$ cat src/rtl/wtdq_pkg.sv
// Shared types, codes and defaults for the wake-time ordered delay queue.
package wtdq_pkg;

  localparam int DEF_MAX_TASKS = 16;
  localparam int DEF_TICK_BITS = 32;

  localparam int TASK_W    = 4;
  localparam int NUM_IDS   = 1 << TASK_W;
  localparam int IN_TICK_W = 32;
  localparam int QCOUNT_W  = 5;

  typedef logic [1:0] op_t;
  localparam op_t OP_INSERT   = 2'd0;
  localparam op_t OP_REMOVE   = 2'd1;
  localparam op_t OP_PEEK     = 2'd2;
  localparam op_t OP_CONTAINS = 2'd3;

  typedef logic [2:0] status_t;
  localparam status_t ST_OK         = 3'd0;
  localparam status_t ST_ALREADY    = 3'd1;
  localparam status_t ST_NOT_QUEUED = 3'd2;
  localparam status_t ST_AMBIGUOUS  = 3'd3;
  localparam status_t ST_FULL       = 3'd4;

  // Read address source for the entry memory.
  typedef logic [1:0] rd_sel_t;
  localparam rd_sel_t RD_ZERO = 2'd0;
  localparam rd_sel_t RD_INC  = 2'd1;
  localparam rd_sel_t RD_DEC  = 2'd2;
  localparam rd_sel_t RD_TAIL = 2'd3;

  // Write operation on the entry memory.
  typedef logic [1:0] wr_sel_t;
  localparam wr_sel_t WR_NONE = 2'd0;
  localparam wr_sel_t WR_UP   = 2'd1;
  localparam wr_sel_t WR_DOWN = 2'd2;
  localparam wr_sel_t WR_NEW  = 2'd3;

  typedef struct packed {
    op_t                    op;
    logic [TASK_W-1:0]      task_id;
    logic [IN_TICK_W-1:0]   wake_at;
    logic [IN_TICK_W-1:0]   now;
  } in_item_t;

  typedef struct packed {
    status_t                status;
    logic                   expired_valid;
    logic [TASK_W-1:0]      expired_task;
    logic                   is_member;
    logic [QCOUNT_W-1:0]    queued_count;
  } out_item_t;

  typedef struct packed {
    logic    load;
    logic    rd_en;
    rd_sel_t rd_sel;
    wr_sel_t wr_sel;
    logic    pos_ld;
    logic    pos_from_ptr;
    logic    cnt_inc;
    logic    cnt_dec;
    logic    map_set;
    logic    map_clr;
    logic    status_ld;
    status_t status;
    logic    peek_ld;
    logic    res_ld;
  } dp_cmd_t;

  typedef struct packed {
    op_t  op;
    logic queued;
    logic full;
    logic empty;
    logic tick_amb;
    logic tick_before;
    logic task_match;
    logic ptr_last;
    logic ptr_at_pos;
    logic res_free;
  } dp_stat_t;

endpackage

$ cat src/rtl/wake_time_ordered_delay_queue.sv
// Top level of the wake-time ordered delay queue.
//
// Input channel (in_valid, in_ready, in_data) takes one operation per transaction:
// insert, remove, peek at an expired head, or a membership query. Output channel
// (out_valid, out_ready, out_data) returns exactly one result per operation, in order.
// One operation is worked on at a time; in_ready is high only while the block is idle.
// Contains, a peek on an empty queue and an operation rejected at once go straight to
// the result. A peek on a non-empty queue reads the head. An insert scans for its place
// and moves the later entries one place towards the tail before it writes the new
// entry; one rejected for an ambiguous tick stops in the scan. A remove scans for the
// task and moves the later entries one place towards the head.
// The scan and the shift both go through the single read and single write port
// of the entry memory, one entry per cycle. The next operation is taken only
// after the previous result is loaded into the output register.
// A result waits in the output register while the receiver stalls; the block still
// takes the next operation, but holds its result until the register is free.
// Reset empties the queue and clears the output register; it needs no clearing pass.
module wake_time_ordered_delay_queue import wtdq_pkg::*; #(
  parameter int MAX_TASKS = DEF_MAX_TASKS,
  parameter int TICK_BITS = DEF_TICK_BITS
) (
  input  logic      clk,
  input  logic      rst,
  input  logic      in_valid,
  output logic      in_ready,
  input  in_item_t  in_data,
  output logic      out_valid,
  input  logic      out_ready,
  output out_item_t out_data
);

  dp_cmd_t  cmd;
  dp_stat_t stat;

  wtdq_ctrl u_ctrl (
    .clk      (clk),
    .rst      (rst),
    .in_valid (in_valid),
    .in_ready (in_ready),
    .stat     (stat),
    .cmd      (cmd)
  );

  wtdq_dp #(
    .MAX_TASKS (MAX_TASKS),
    .TICK_BITS (TICK_BITS)
  ) u_dp (
    .clk       (clk),
    .rst       (rst),
    .in_data   (in_data),
    .cmd       (cmd),
    .stat      (stat),
    .out_valid (out_valid),
    .out_ready (out_ready),
    .out_data  (out_data)
  );

endmodule

$ cat src/rtl/wtdq_dp.sv
// Datapath: entry memory, request and pointer registers, tick compare, result register.
module wtdq_dp import wtdq_pkg::*; #(
  parameter int MAX_TASKS = DEF_MAX_TASKS,
  parameter int TICK_BITS = DEF_TICK_BITS
) (
  input  logic      clk,
  input  logic      rst,
  input  in_item_t  in_data,
  input  dp_cmd_t   cmd,
  output dp_stat_t  stat,
  output logic      out_valid,
  input  logic      out_ready,
  output out_item_t out_data
);

  localparam int IDX_W = $clog2(MAX_TASKS);
  localparam int CNT_W = $clog2(MAX_TASKS + 1);
  localparam logic [TICK_BITS-1:0] HALF_RANGE = {1'b1, {(TICK_BITS-1){1'b0}}};

  typedef logic [TICK_BITS-1:0] tick_t;

  logic [TASK_W-1:0] mem_task [MAX_TASKS];
  tick_t             mem_tick [MAX_TASKS];

  op_t               req_op;
  logic [TASK_W-1:0] req_task;
  tick_t             req_tick;
  tick_t             req_now;

  logic [CNT_W-1:0]   count;
  logic [NUM_IDS-1:0] member_map;

  logic [IDX_W-1:0]  ptr;
  logic [IDX_W-1:0]  pos;
  logic [IDX_W-1:0]  rd_addr;
  logic [IDX_W-1:0]  wr_addr;
  logic [TASK_W-1:0] rd_task;
  tick_t             rd_tick;
  logic [TASK_W-1:0] wr_task;
  tick_t             wr_tick;

  status_t           status;
  logic              ev;
  logic [TASK_W-1:0] et;

  logic      res_valid;
  out_item_t res;

  tick_t ins_diff;
  tick_t now_diff;

  assign ins_diff = req_tick - rd_tick;
  assign now_diff = req_now - rd_tick;

  always_comb begin
    unique case (cmd.rd_sel)
      RD_ZERO: rd_addr = '0;
      RD_INC:  rd_addr = ptr + 1'b1;
      RD_DEC:  rd_addr = ptr - 1'b1;
      RD_TAIL: rd_addr = IDX_W'(count - 1'b1);
      default: rd_addr = '0;
    endcase
  end

  always_comb begin
    wr_task = rd_task;
    wr_tick = rd_tick;
    unique case (cmd.wr_sel)
      WR_UP:   wr_addr = ptr + 1'b1;
      WR_DOWN: wr_addr = ptr - 1'b1;
      WR_NEW: begin
        wr_addr = pos;
        wr_task = req_task;
        wr_tick = req_tick;
      end
      default: wr_addr = ptr;
    endcase
  end

  // Entry memory: at most one write and one registered read each cycle.
  always_ff @(posedge clk) begin
    if (cmd.wr_sel != WR_NONE) begin
      mem_task[wr_addr] <= wr_task;
      mem_tick[wr_addr] <= wr_tick;
    end
    if (cmd.rd_en) begin
      rd_task <= mem_task[rd_addr];
      rd_tick <= mem_tick[rd_addr];
      ptr     <= rd_addr;
    end
  end

  always_ff @(posedge clk) begin
    if (cmd.pos_ld) begin
      pos <= cmd.pos_from_ptr ? ptr : IDX_W'(count);
    end
    if (cmd.load) begin
      req_op   <= in_data.op;
      req_task <= in_data.task_id;
      req_tick <= TICK_BITS'(in_data.wake_at);
      req_now  <= TICK_BITS'(in_data.now);
      status   <= ST_OK;
      ev       <= 1'b0;
      et       <= '0;
    end else begin
      if (cmd.status_ld) begin
        status <= cmd.status;
      end
      if (cmd.peek_ld) begin
        ev <= !now_diff[TICK_BITS-1];
        et <= now_diff[TICK_BITS-1] ? '0 : rd_task;
      end
    end
  end

  always_ff @(posedge clk) begin
    if (rst) begin
      count      <= '0;
      member_map <= '0;
    end else begin
      if (cmd.cnt_inc) begin
        count <= count + 1'b1;
      end else if (cmd.cnt_dec) begin
        count <= count - 1'b1;
      end
      if (cmd.map_set) begin
        member_map[req_task] <= 1'b1;
      end else if (cmd.map_clr) begin
        member_map[req_task] <= 1'b0;
      end
    end
  end

  // Output register: a finished result waits here while the next transaction is taken.
  always_ff @(posedge clk) begin
    if (rst) begin
      res_valid <= 1'b0;
    end else if (cmd.res_ld) begin
      res_valid <= 1'b1;
    end else if (out_ready) begin
      res_valid <= 1'b0;
    end
  end

  always_ff @(posedge clk) begin
    if (cmd.res_ld) begin
      res.status        <= status;
      res.expired_valid <= ev;
      res.expired_task  <= et;
      res.is_member     <= (req_op == OP_CONTAINS) && member_map[req_task];
      res.queued_count  <= QCOUNT_W'(count);
    end
  end

  assign out_valid = res_valid;
  assign out_data  = res;

  always_comb begin
    stat.op          = req_op;
    stat.queued      = member_map[req_task];
    stat.full        = (count == CNT_W'(MAX_TASKS));
    stat.empty       = (count == '0);
    stat.tick_amb    = (ins_diff == HALF_RANGE);
    stat.tick_before = ins_diff[TICK_BITS-1];
    stat.task_match  = (rd_task == req_task);
    stat.ptr_last    = ((CNT_W'(ptr) + CNT_W'(1)) == count);
    stat.ptr_at_pos  = (ptr == pos);
    stat.res_free    = !res_valid || out_ready;
  end

endmodule

$ cat src/rtl/wtdq_ctrl.sv
// Controller: sequences decision, scan, shift and result phases of each transaction.
module wtdq_ctrl import wtdq_pkg::*; (
  input  logic     clk,
  input  logic     rst,
  input  logic     in_valid,
  output logic     in_ready,
  input  dp_stat_t stat,
  output dp_cmd_t  cmd
);

  localparam logic [2:0] S_IDLE      = 3'd0;
  localparam logic [2:0] S_DECIDE    = 3'd1;
  localparam logic [2:0] S_SCAN      = 3'd2;
  localparam logic [2:0] S_SHIFT_INS = 3'd3;
  localparam logic [2:0] S_WRITE_NEW = 3'd4;
  localparam logic [2:0] S_SHIFT_REM = 3'd5;
  localparam logic [2:0] S_PEEK      = 3'd6;
  localparam logic [2:0] S_DONE      = 3'd7;

  logic [2:0] state;
  logic [2:0] state_next;

  assign in_ready = (state == S_IDLE);

  always_ff @(posedge clk) begin
    if (rst) begin
      state <= S_IDLE;
    end else begin
      state <= state_next;
    end
  end

  always_comb begin
    cmd        = '0;
    state_next = state;
    unique case (state)
      S_IDLE: begin
        if (in_valid) begin
          cmd.load   = 1'b1;
          state_next = S_DECIDE;
        end
      end
      S_DECIDE: begin
        unique case (stat.op)
          OP_INSERT: begin
            if (stat.queued) begin
              cmd.status_ld = 1'b1;
              cmd.status    = ST_ALREADY;
              state_next    = S_DONE;
            end else if (stat.full) begin
              cmd.status_ld = 1'b1;
              cmd.status    = ST_FULL;
              state_next    = S_DONE;
            end else if (stat.empty) begin
              cmd.pos_ld = 1'b1;
              state_next = S_WRITE_NEW;
            end else begin
              cmd.rd_en  = 1'b1;
              cmd.rd_sel = RD_ZERO;
              state_next = S_SCAN;
            end
          end
          OP_REMOVE: begin
            if (!stat.queued) begin
              cmd.status_ld = 1'b1;
              cmd.status    = ST_NOT_QUEUED;
              state_next    = S_DONE;
            end else begin
              cmd.rd_en  = 1'b1;
              cmd.rd_sel = RD_ZERO;
              state_next = S_SCAN;
            end
          end
          OP_PEEK: begin
            if (stat.empty) begin
              state_next = S_DONE;
            end else begin
              cmd.rd_en  = 1'b1;
              cmd.rd_sel = RD_ZERO;
              state_next = S_PEEK;
            end
          end
          OP_CONTAINS: begin
            state_next = S_DONE;
          end
        endcase
      end
      S_SCAN: begin
        if (stat.op == OP_INSERT) begin
          // Entries past the insertion point are never checked for an ambiguous tick.
          if (stat.tick_amb) begin
            cmd.status_ld = 1'b1;
            cmd.status    = ST_AMBIGUOUS;
            state_next    = S_DONE;
          end else if (stat.tick_before) begin
            cmd.pos_ld       = 1'b1;
            cmd.pos_from_ptr = 1'b1;
            cmd.rd_en        = 1'b1;
            cmd.rd_sel       = RD_TAIL;
            state_next       = S_SHIFT_INS;
          end else if (stat.ptr_last) begin
            cmd.pos_ld = 1'b1;
            state_next = S_WRITE_NEW;
          end else begin
            cmd.rd_en  = 1'b1;
            cmd.rd_sel = RD_INC;
          end
        end else begin
          if (stat.task_match) begin
            if (stat.ptr_last) begin
              cmd.cnt_dec = 1'b1;
              cmd.map_clr = 1'b1;
              state_next  = S_DONE;
            end else begin
              cmd.rd_en  = 1'b1;
              cmd.rd_sel = RD_INC;
              state_next = S_SHIFT_REM;
            end
          end else if (stat.ptr_last) begin
            cmd.map_clr = 1'b1;
            state_next  = S_DONE;
          end else begin
            cmd.rd_en  = 1'b1;
            cmd.rd_sel = RD_INC;
          end
        end
      end
      S_SHIFT_INS: begin
        // Move the entry just read one place towards the tail.
        cmd.wr_sel = WR_UP;
        if (stat.ptr_at_pos) begin
          state_next = S_WRITE_NEW;
        end else begin
          cmd.rd_en  = 1'b1;
          cmd.rd_sel = RD_DEC;
        end
      end
      S_WRITE_NEW: begin
        cmd.wr_sel  = WR_NEW;
        cmd.cnt_inc = 1'b1;
        cmd.map_set = 1'b1;
        state_next  = S_DONE;
      end
      S_SHIFT_REM: begin
        cmd.wr_sel = WR_DOWN;
        if (stat.ptr_last) begin
          cmd.cnt_dec = 1'b1;
          cmd.map_clr = 1'b1;
          state_next  = S_DONE;
        end else begin
          cmd.rd_en  = 1'b1;
          cmd.rd_sel = RD_INC;
        end
      end
      S_PEEK: begin
        cmd.peek_ld = 1'b1;
        state_next  = S_DONE;
      end
      S_DONE: begin
        if (stat.res_free) begin
          cmd.res_ld = 1'b1;
          state_next = S_IDLE;
        end
      end
      default: begin
        state_next = S_IDLE;
      end
    endcase
  end

endmodule

$ cat config.mk
export PLATFORM = sky130hd
export DESIGN_NAME = wake_time_ordered_delay_queue
export DESIGN_NICKNAME = d
export VERILOG_FILES = /design/src/rtl/wtdq_pkg.sv /design/src/rtl/wake_time_ordered_delay_queue.sv /design/src/rtl/wtdq_dp.sv /design/src/rtl/wtdq_ctrl.sv
export SDC_FILE = /design/constraint.sdc
export NUM_CORES = 1
export LEC_CHECK = 0
export ABC_CLOCK_PERIOD_IN_PS = 5100
export BUFFER_PORTS_ARGS = -buffer_cell sky130_fd_sc_hd__buf_4
export CAP_MARGIN = 15
export CORE_MARGIN = 2
export CORE_UTILIZATION = 62
export DETAILED_ROUTE_END_ITERATION = 12
export GPL_TIMING_DRIVEN = 0
export PLACE_DENSITY = 0.79
export SLEW_MARGIN = 20
export SYNTH_ARGS = -nofsm -noshare
export SYNTH_HDL_FRONTEND = slang
export SYNTH_SLANG_ARGS = --single-unit
$ cat constraint.sdc
create_clock -name clk -period 5.1 [get_ports clk]
set_input_delay 0.765 -clock clk [delete_from_list [all_inputs] [get_ports clk]]
set_output_delay 0.765 -clock clk [all_outputs]
set_load 0.01 [all_outputs]
==> tab_implementation.tex, run 1 <==
\begin{tabular}{lr}
\hline
Metric & Value \\
\hline
\multicolumn{2}{l}{\textbf{Global routing}} \\
Global-route congestion overflow total & 0 \\
Via count of the first global-routing pass & 20476 \\
Wire length of the first global-routing pass & 124.4 mm \\
Number of antenna violations at the first check in global routing & 2 \\
GR Util All Layers & 31.40\% \\
Pin count of the biggest net entering global routing & 41 \\
\multicolumn{2}{l}{\textbf{Finish}} \\
Synthesis-to-finish area growth & 18.55\% \\
Net count reported at finish & 2597 \\
Area used by multi-input combinational logic & 10460 µm² \\
Final core area utilization & 74.59\% \\
Sequential cell area & 21800 µm² \\
Count of inserted antenna diode cells & 0 \\
Fillcell total & 2990 \\
Post-route cell area & 38340 µm² \\
Share of post-route cells with drive strength above 1 & 22.83\% \\
\multicolumn{2}{l}{\textbf{Floorplanning}} \\
Floorplan core area & 51410 µm² \\
Num ports & 90 \\
Number of placement rows & 83 \\
Die Ht & 232.4 µm \\
Total die area & 54010 µm² \\
Die width & 232.4 µm \\
Initial Utilization & 62.92\% \\
\multicolumn{2}{l}{\textbf{Clock network}} \\
Root Buffer & sky130\_fd\_sc\_hd\_\_clkbuf\_16 \\
Maximum count of clock buffers along a single path & 3 \\
TritonCTS Buffers & 74 \\
Clk slew on worst S/H paths & 0.06 ns \\
Maximum level of the CTS H-tree & 3 \\
Clock sink count & 737 \\
TritonCTS clock tree & done \\
Source-to-sink clock delay at the later pin of the worst-skew pair & 0.64 ns \\
\multicolumn{2}{l}{\textbf{Placed design}} \\
Port bufs & 88 \\
Cell area reported after detailed placement & 34610 µm² \\
Final RePlAce weighted congestion & 0.9095 \\
Post-DP HPWL & 58.32 mm \\
\multicolumn{2}{l}{\textbf{Synthesis}} \\
Synthesized cell area & 32340 µm² \\
Register area share after synthesis & 67.40\% \\
Count of yosys warnings during synthesis & 0 \\
Proportion of register bits with asynchronous set or reset after synthesis & 0\% \\
Top FF cell, synth & sky130\_fd\_sc\_hd\_\_edfxtp\_1 \\
Synth unique cells & 79 \\
Top-area cell type share of the netlist area & 65.36\% \\
EDFF count, synth & 704 \\
Cells taking the most area after synthesis & sky130\_fd\_sc\_hd\_\_edfxtp\_1 (65\%), sky130\_fd\_sc\_hd\_\_mux2i\_1 (8.2\%), sky130\_fd\_sc\_hd\_\_mux2\_2 (2.8\%) \\
Number of nets produced by synthesis & 2368 \\
Syn Area/Cell & 14.51 µm² \\
Post-Synthesis Cells & 2229 \\
Leading area contributor after synthesis & sky130\_fd\_sc\_hd\_\_edfxtp\_1 \\
Register bit total from synthesis & 737 \\
\multicolumn{2}{l}{\textbf{Drt}} \\
Vias after detailed routing & 20760 \\
Post-DR wirelength/cell & 27.04 µm \\
DR vias/cell & 6.500 \\
Drt pass-1 iters & 8 \\
Routed wire length & 86.35 mm \\
Number of nets with antenna violations after detailed routing & 0 \\
DRC errors left & 0 \\
Iteration-0 DRC count of the detailed router & 2508 \\
\multicolumn{2}{l}{\textbf{Run status}} \\
Run status & complete, but fails checks \\
Failing checks & negative setup slack \\
\multicolumn{2}{l}{\textbf{STA}} \\
Headroom to the max-slew limit & 25.67\% \\
Count of final setup violators & 32 \\
Upper clock frequency limit & 0.1890 GHz \\
Actual slew at the worst max-slew pin & 1.115 ns \\
Final hold slack & 0.3052 ns \\
Final max-slew violation count & 0 \\
Worst clock skew on the final layout & 0.03049 ns \\
Time the worst path needs with I/O delays and setup & 5.291 ns \\
Setup repair after global routing missed its margin & yes \\
Number of failing hold endpoints at the final stage & 0 \\
Portion of the clock cycle consumed by the worst path in the final layout & 103.7\% \\
Fin worst setup slack & -0.1907 ns \\
\multicolumn{2}{l}{\textbf{Run}} \\
Number of maximum-capacitance constraint violations & 0 \\
\multicolumn{2}{l}{\textbf{Worst setup path}} \\
Startpoint class of the critical path & flip-flop \\
Number of cells traversed by the worst register-to-register path & 19 \\
Endpoint required time on the critical path & 5.53 ns \\
Arr. time, crit path & 5.72 ns \\
Critical Path End Type & flip-flop \\
Crit Path Class & reg -> reg \\
Highest net fanout along the worst path & 9 \\
\multicolumn{2}{l}{\textbf{Power}} \\
Maximum VDD drop & 0.3732 mV \\
Power Dens Cells & 704.2 nW/µm² \\
Leakage power total & 14.61 nW \\
\multicolumn{2}{l}{\textbf{Min path}} \\
Classification of the worst-slack hold path & in -> reg \\
Worst Hold Path Cells & 1 \\
\hline
\end{tabular}
-- worst paths after layout --
| check | start | to | slack [ns] |
|---|---|---|---|
| worst min-delay path | in_data[42] | u_dp.req_tick[10] | 0.31 |
| worst min register to register | u_dp.et[0] | u_dp.out_data[6] | 0.44 |
| worst max-delay path | u_dp.req_tick[7] | u_dp.rd_tick[29] | -0.19 |
| worst max register to register | u_dp.req_tick[7] | u_dp.rd_tick[29] | -0.19 |
-- layer usage --
layer / GRT usage [%] / wire, µm / up-vias
li1: - / - / 9076
met1: 42.51 / 33630 / 10382
met2: 51.26 / 41560 / 1113
met3: 5.392 / 7859 / 189
met4: 12.00 / 3301 / 0
met5: 0 / 0 / -
-- cell usage in the layout, fill, tap and decap left out, types with 8 or more instances in the layout --
cell,Yosys,routed
sky130_fd_sc_hd__clkbuf_2,0,18
sky130_fd_sc_hd__buf_12,0,30
sky130_fd_sc_hd__nor2b_1,16,16
sky130_fd_sc_hd__a21oi_1,107,99
sky130_fd_sc_hd__ha_1,65,56
sky130_fd_sc_hd__xor2_1,13,13
sky130_fd_sc_hd__o21ai_2,0,9
sky130_fd_sc_hd__nand2_1,196,194
sky130_fd_sc_hd__clkinv_2,0,13
sky130_fd_sc_hd__buf_6,6,17
sky130_fd_sc_hd__o22ai_2,30,49
sky130_fd_sc_hd__edfxtp_1,704,704
sky130_fd_sc_hd__mux2i_1,264,257
sky130_fd_sc_hd__clkinv_1,1,14
sky130_fd_sc_hd__a211oi_1,10,8
sky130_fd_sc_hd__clkbuf_1,70,45
sky130_fd_sc_hd__buf_8,0,9
sky130_fd_sc_hd__o22ai_1,45,21
sky130_fd_sc_hd__o21ai_0,121,82
sky130_fd_sc_hd__a221o_1,35,35
sky130_fd_sc_hd__nor3_1,21,21
sky130_fd_sc_hd__dfxtp_1,33,33
sky130_fd_sc_hd__nor2_4,0,16
sky130_fd_sc_hd__nand3_1,21,20
sky130_fd_sc_hd__clkbuf_16,0,81
sky130_fd_sc_hd__o21ai_1,0,30
sky130_fd_sc_hd__buf_4,1,139
sky130_fd_sc_hd__nand4_1,20,20
sky130_fd_sc_hd__inv_1,52,44
sky130_fd_sc_hd__o21a_1,13,12
sky130_fd_sc_hd__mux2_2,79,79
sky130_fd_sc_hd__a21o_1,15,15
sky130_fd_sc_hd__nor2_1,76,59
sky130_fd_sc_hd__nand2b_1,15,15
sky130_fd_sc_hd__xnor2_1,23,22
-- stage by stage --
stage          cells  total power, mW  setup TNS (ns)  setup slack (ns)
4_1_cts         3181            26.07          -7.615           -0.3047
3_3_place_gp    2997            19.29         -373.38            -1.852
5_1_grt         3194            28.03          -6.259           -0.2716
3_5_place_dp    3035            19.97          -40.44            -1.272
6_report        3194            27.00          -2.594           -0.1907
2_1_floorplan   2229            16.22               0            0.3837
-- synth_stat cells, drive strengths merged, types with 9 or more instances --
master,number
a21oi,108
nor2b,17
xnor2,23
ha,65
nand3,21
dfxtp,33
nor2,76
o22ai,75
xor2,13
nand2,196
a221o,35
inv,52
or3,9
nand4,21
buf,51
a21o,15
clkbuf,70
mux2i,264
mux2,79
edfxtp,704
nand2b,15
and2,10
o21a,13
nor3,21
o21ai,121
a211oi,10
-- cells by family after synthesis --
| logic type | share of synthesized area, % |
|---|---|
| AOI/OAI and AO/OA | 9.597 |
| muxes | 11.27 |
| xor gates and xnor gates | 0.9748 |
| and+or+nand+nor | 6.000 |
| DFF | 67.40 |
| adders and majority gates | 2.514 |
| buffers and inverters | 2.244 |
-- critical path: stages (launching register included) --
cell and delay [ns]:
sky130_fd_sc_hd__edfxtp_1 0.55, sky130_fd_sc_hd__ha_4 0.37, sky130_fd_sc_hd__buf_6 0.13, sky130_fd_sc_hd__nand4_1 0.13, sky130_fd_sc_hd__or2_1 0.28, sky130_fd_sc_hd__a211o_1 0.32
sky130_fd_sc_hd__a2111oi_4 0.52, sky130_fd_sc_hd__mux2i_2 0.15, sky130_fd_sc_hd__nor4_4 0.32, sky130_fd_sc_hd__buf_4 0.17, sky130_fd_sc_hd__nand4_4 0.13, sky130_fd_sc_hd__and2_4 0.17
sky130_fd_sc_hd__or3_4 0.34, sky130_fd_sc_hd__o221a_4 0.32, sky130_fd_sc_hd__buf_12 0.16, sky130_fd_sc_hd__and2_4 0.18, sky130_fd_sc_hd__buf_12 0.14, sky130_fd_sc_hd__buf_8 0.13
sky130_fd_sc_hd__a221o_1 0.38, sky130_fd_sc_hd__o22ai_4 0.21
-- flip-flops by register name (all words and copies together), names as in the netlist, 5 cells and up, named ones only --
| signal | flops |
|---|---|
| u_dp.mem_tick | 512 |
| u_dp.mem_task | 64 |
| u_dp.rd_tick | 32 |
| u_dp.req_now | 32 |
| u_dp.req_tick | 32 |
| u_dp.out_data | 14 |
| u_dp.count | 5 |
-- power by group --
group / internal, mW / switching [mW] / total [mW]
combinational: 4.60 / 7.71 / 12.3
clock: 3.11 / 2.31 / 5.43
sequential: 8.87 / 0.404 / 9.27
-- cell type report --
type / count / share of cell area, %
multi-input combinational: 1318 / 27.28
clock inverter: 42 / 1.230
inverter: 53 / 0.5319
timing repair buffer: 166 / 4.539
tap: 680 / 2.219
sequential: 737 / 56.86
buffer: 108 / 2.252
clock buffer: 90 / 5.097
-- what timing repair did --
| action | CTS | global route |
|---|---|---|
| hold buffers | 0 | 0 |
| setup buffers | 19 | 15 |
| setup endpoints to repair | 40 | 65 |
| cloned | 1 | 5 |
| pin swaps | 26 | 38 |
| gates resized for setup | 202 | 94 |
Power figures use the tool's default switching activity.
==> inputs of run 2 (changes only) <==
- CORE_UTILIZATION: 62 -> 50
- PLACE_DENSITY: 0.79 -> 0.66
==> tab_implementation.tex, run 2 (synthesis results as in run 1) <==
\begin{tabular}{lr}
\hline
Metric & Value \\
\hline
\multicolumn{2}{l}{\textbf{Run status}} \\
Run status & complete, but fails checks \\
Failing checks & negative setup slack \\
\multicolumn{2}{l}{\textbf{Finish}} \\
Net count reported at finish & 2617 (+0.77\%) \\
Sequential cell area & 21800 µm² (unchanged) \\
Fillcell total & 4845 (+62\%) \\
Commonest cells after routing, fill and taps aside & sky130\_fd\_sc\_hd\_\_edfxtp\_1 (704), sky130\_fd\_sc\_hd\_\_mux2i\_1 (256), sky130\_fd\_sc\_hd\_\_nand2\_1 (191) \\
Share of post-route cells with drive strength above 1 & 24.92\% (+2.1 points) \\
Synthesis-to-finish area growth & 20.86\% \\
Number of flip-flops under the largest register name & 512 (unchanged) \\
Largest regs & u\_dp.mem\_tick (512), u\_dp.mem\_task (64) \\
Cell Count, Final, Fillers Out & 3387 (+6.0\%) \\
Commonest non-fill, non-tap cell in the layout & sky130\_fd\_sc\_hd\_\_edfxtp\_1 \\
Post-route cell area & 39090 µm² (+1.9\%) \\
Count of inserted antenna diode cells & 0 (unchanged) \\
Area used by multi-input combinational logic & 10690 µm² (+2.2\%) \\
Largest Register & u\_dp.mem\_tick \\
Final core area utilization & 60.86\% (-14 points) \\
\multicolumn{2}{l}{\textbf{Placed design}} \\
Cell area reported after detailed placement & 34920 µm² (+0.91\%) \\
Final RePlAce weighted congestion & 0.8972 (-1.4\%) \\
Post-DP HPWL & 61.96 mm (+6.2\%) \\
Port bufs & 88 (unchanged) \\
Dpl cells & 3211 (+5.8\%) \\
\multicolumn{2}{l}{\textbf{Min path}} \\
Classification of the worst-slack hold path & in -> reg \\
\multicolumn{2}{l}{\textbf{Global routing}} \\
Number of antenna violations at the first check in global routing & 1 (-1) \\
Via count of the first global-routing pass & 20212 (-1.3\%) \\
Global-route congestion overflow total & 0 (unchanged) \\
GR Util All Layers & 26.18\% (-5.2 points) \\
Wire length of the first global-routing pass & 128.9 mm (+3.6\%) \\
Pin count of the biggest net entering global routing & 45 (+9.8\%) \\
\multicolumn{2}{l}{\textbf{Floorplanning}} \\
Die Ht & 258.3 µm (+11\%) \\
Number of placement rows & 93 (+12\%) \\
Total die area & 66740 µm² (+24\%) \\
Die width & 258.3 µm (+11\%) \\
Floorplan core area & 64230 µm² (+25\%) \\
Num ports & 90 (unchanged) \\
Initial Utilization & 50.36\% (-13 points) \\
\multicolumn{2}{l}{\textbf{Clock network}} \\
Maximum level of the CTS H-tree & 3 (unchanged) \\
TritonCTS clock tree & done \\
Root Buffer & sky130\_fd\_sc\_hd\_\_clkbuf\_16 \\
Clk slew on worst S/H paths & 0.06 ns (about the same) \\
Clock sink count & 737 (unchanged) \\
Source-to-sink clock delay at the later pin of the worst-skew pair & 0.63 ns (about the same) \\
TritonCTS Buffers & 77 (+4.1\%) \\
Maximum count of clock buffers along a single path & 3 (unchanged) \\
\multicolumn{2}{l}{\textbf{Drt}} \\
Drt pass-1 iters & 5 (-3) \\
Vias after detailed routing & 20419 (-1.6\%) \\
DRC errors left & 0 (unchanged) \\
Number of nets with antenna violations after detailed routing & 0 (unchanged) \\
Iteration-0 DRC count of the detailed router & 2165 (-14\%) \\
Routed wire length & 89.46 mm (+3.6\%) \\
Post-DR wirelength/cell & 26.41 µm (-2.3\%) \\
DR vias/cell & 6.029 (-7.2\%) \\
\multicolumn{2}{l}{\textbf{STA}} \\
Actual slew at the worst max-slew pin & 1.107 ns (-0.008468 ns) \\
Time the worst path needs with I/O delays and setup & 5.379 ns (+0.08849 ns) \\
Setup repair after global routing missed its margin & yes \\
Fin worst setup slack & -0.2792 ns (-0.08849 ns) \\
Total Neg Setup Slack & -6.371 ns (-3.777 ns) \\
Portion of the clock cycle consumed by the worst path in the final layout & 105.5\% (+1.7 points) \\
Number of failing hold endpoints at the final stage & 0 (unchanged) \\
Worst clock skew on the final layout & 0.02497 ns (-0.005513 ns) \\
Headroom to the max-slew limit & 25.74\% (+0.070 points) \\
Upper clock frequency limit & 0.1859 GHz (-1.6\%) \\
Final max-slew violation count & 0 (unchanged) \\
Count of final setup violators & 36 (+13\%) \\
\multicolumn{2}{l}{\textbf{Worst setup path}} \\
Highest net fanout along the worst path & 6 (-3) \\
Endpoint required time on the critical path & 5.46 ns (-0.07 ns) \\
Startpoint class of the critical path & flip-flop \\
Arr. time, crit path & 5.73 ns (about the same) \\
CP peak stage delay & 0.50 ns (-0.05 ns) \\
Crit Path Class & reg -> reg \\
Cell family contributing the most delay on the critical path & compound AO/OA/AOI/OAI gates \\
Cell-by-cell listing of the critical path & ha\_1, o21a\_1, o31a\_1, buf\_4, o21ai\_0, a2111oi\_2, and4b\_2, nand4\_1, nor4\_4, buf\_4, nand4\_4, and2\_4, or3\_4, o221a\_4, buf\_12, buf\_12, buf\_16, mux2i\_1, o22ai\_2, o22ai\_2 \\
Cell with the largest stage delay on the worst path & sky130\_fd\_sc\_hd\_\_edfxtp\_1 \\
Worst path bufs/invs & 5 (unchanged) \\
Critical Path End Type & flip-flop \\
\multicolumn{2}{l}{\textbf{Power}} \\
Maximum VDD drop & 0.3691 mV (-1.1\%) \\
Leakage power total & 14.71 nW (+0.68\%) \\
Internal Power & 16.73 mW (+0.95\%) \\
Total power draw & 27.44 mW (+1.6\%) \\
Combinational share of power & 47.2\% (+1.6 points) \\
Power Dens Cells & 702.1 nW/µm² (-0.30\%) \\
Sw Ratio & 39.03\% (+0.42 points) \\
Switching component of the power & 10.71 mW (+2.7\%) \\
Share of power burned in registers & 33.7\% (-0.6 points) \\
Part of the total power dissipated in the clock network & 19.1\% (-1.0 points) \\
\multicolumn{2}{l}{\textbf{Run}} \\
Number of maximum-capacitance constraint violations & 0 (unchanged) \\
\hline
\end{tabular}
==> run 2: cell types whose count changed in the layout (fill, tap and decap cells not counted), sizes merged <==
cell / previous run / this run
inv: 53 / 52
buf: 212 / 227
clkbuf: 152 / 158
clkinv: 33 / 34
bufinv: 7 / 2
clkinvlp: 2 / 4
==> run 2: path summary, 6_finish.rpt <==
kind	to	slack, ns	cells after the start	startpoint
max	u_dp.rd_tick[14]	-0.28	20	u_dp.req_tick[3]
min	u_dp.req_tick[31]	0.31	1	in_data[63]
max reg2reg	u_dp.rd_tick[14]	-0.28	20	u_dp.req_tick[3]
min reg2reg	u_dp.out_data[13]	0.44	0	u_dp.status[2]
==> run 2: per-layer routing <==
layer / GRT usage, % / vias up / part of all wire, %
met5: 0 / - / 0
met4: 9.168 / 0 / 3.3
met3: 4.382 / 169 / 7.3
met2: 42.61 / 823 / 47
met1: 35.83 / 10307 / 42
li1: - / 9120 / -
==> run 2: stage by stage <==
step                      worst slack (ns)  hold slack [ns]
after floorplan                     0.3837           0.4064
after global placement              -2.413           0.4192
after detailed placement            -1.769           0.4227
after CTS                          -0.3636           0.2789
after global routing               -0.2719           0.2843
final                              -0.2792           0.3079
==> run 2: worst reg2reg max path: cells and delay by family (launching register included) <==
family	cells	cell delay, ns
multiplexers	1	0.15
AO/OA/AOI/OAI	7	1.73
AND/OR/NAND/NOR	6	1.48
adder cells (fa/ha/maj)	1	0.47
buffers and inverters	5	0.79
flip-flops	1	0.50
==> run 2: area by class of cell <==
cell class	count	share of cell area (%)
clock buffers	94	5.172
clock inverters	39	0.7810
well taps	855	2.737
repair buffers	186	5.156
inverters	53	0.5569
plain buffers	105	2.477
multi-input cells	1318	27.35
flip-flops and latches	737	55.77
==> run 2: repair_timing <==
item	CTS	global route
setup buffers	23	28
hold buffers	0	0
endpoints found under the setup margin	56	39
pin swaps	31	55
cloned	2	7
gates resized for setup	246	151
==> run 2: power groups by stage <==
stage / logic [mW] / clock network, mW / registers, mW
after floorplan: 7.00 / 0 / 9.22
after global placement: 10.3 / 0 / 9.47
after detailed placement: 11.0 / 0 / 9.33
after CTS: 11.9 / 5.32 / 9.22
after global routing: 13.7 / 5.55 / 9.31
final: 12.9 / 5.25 / 9.25
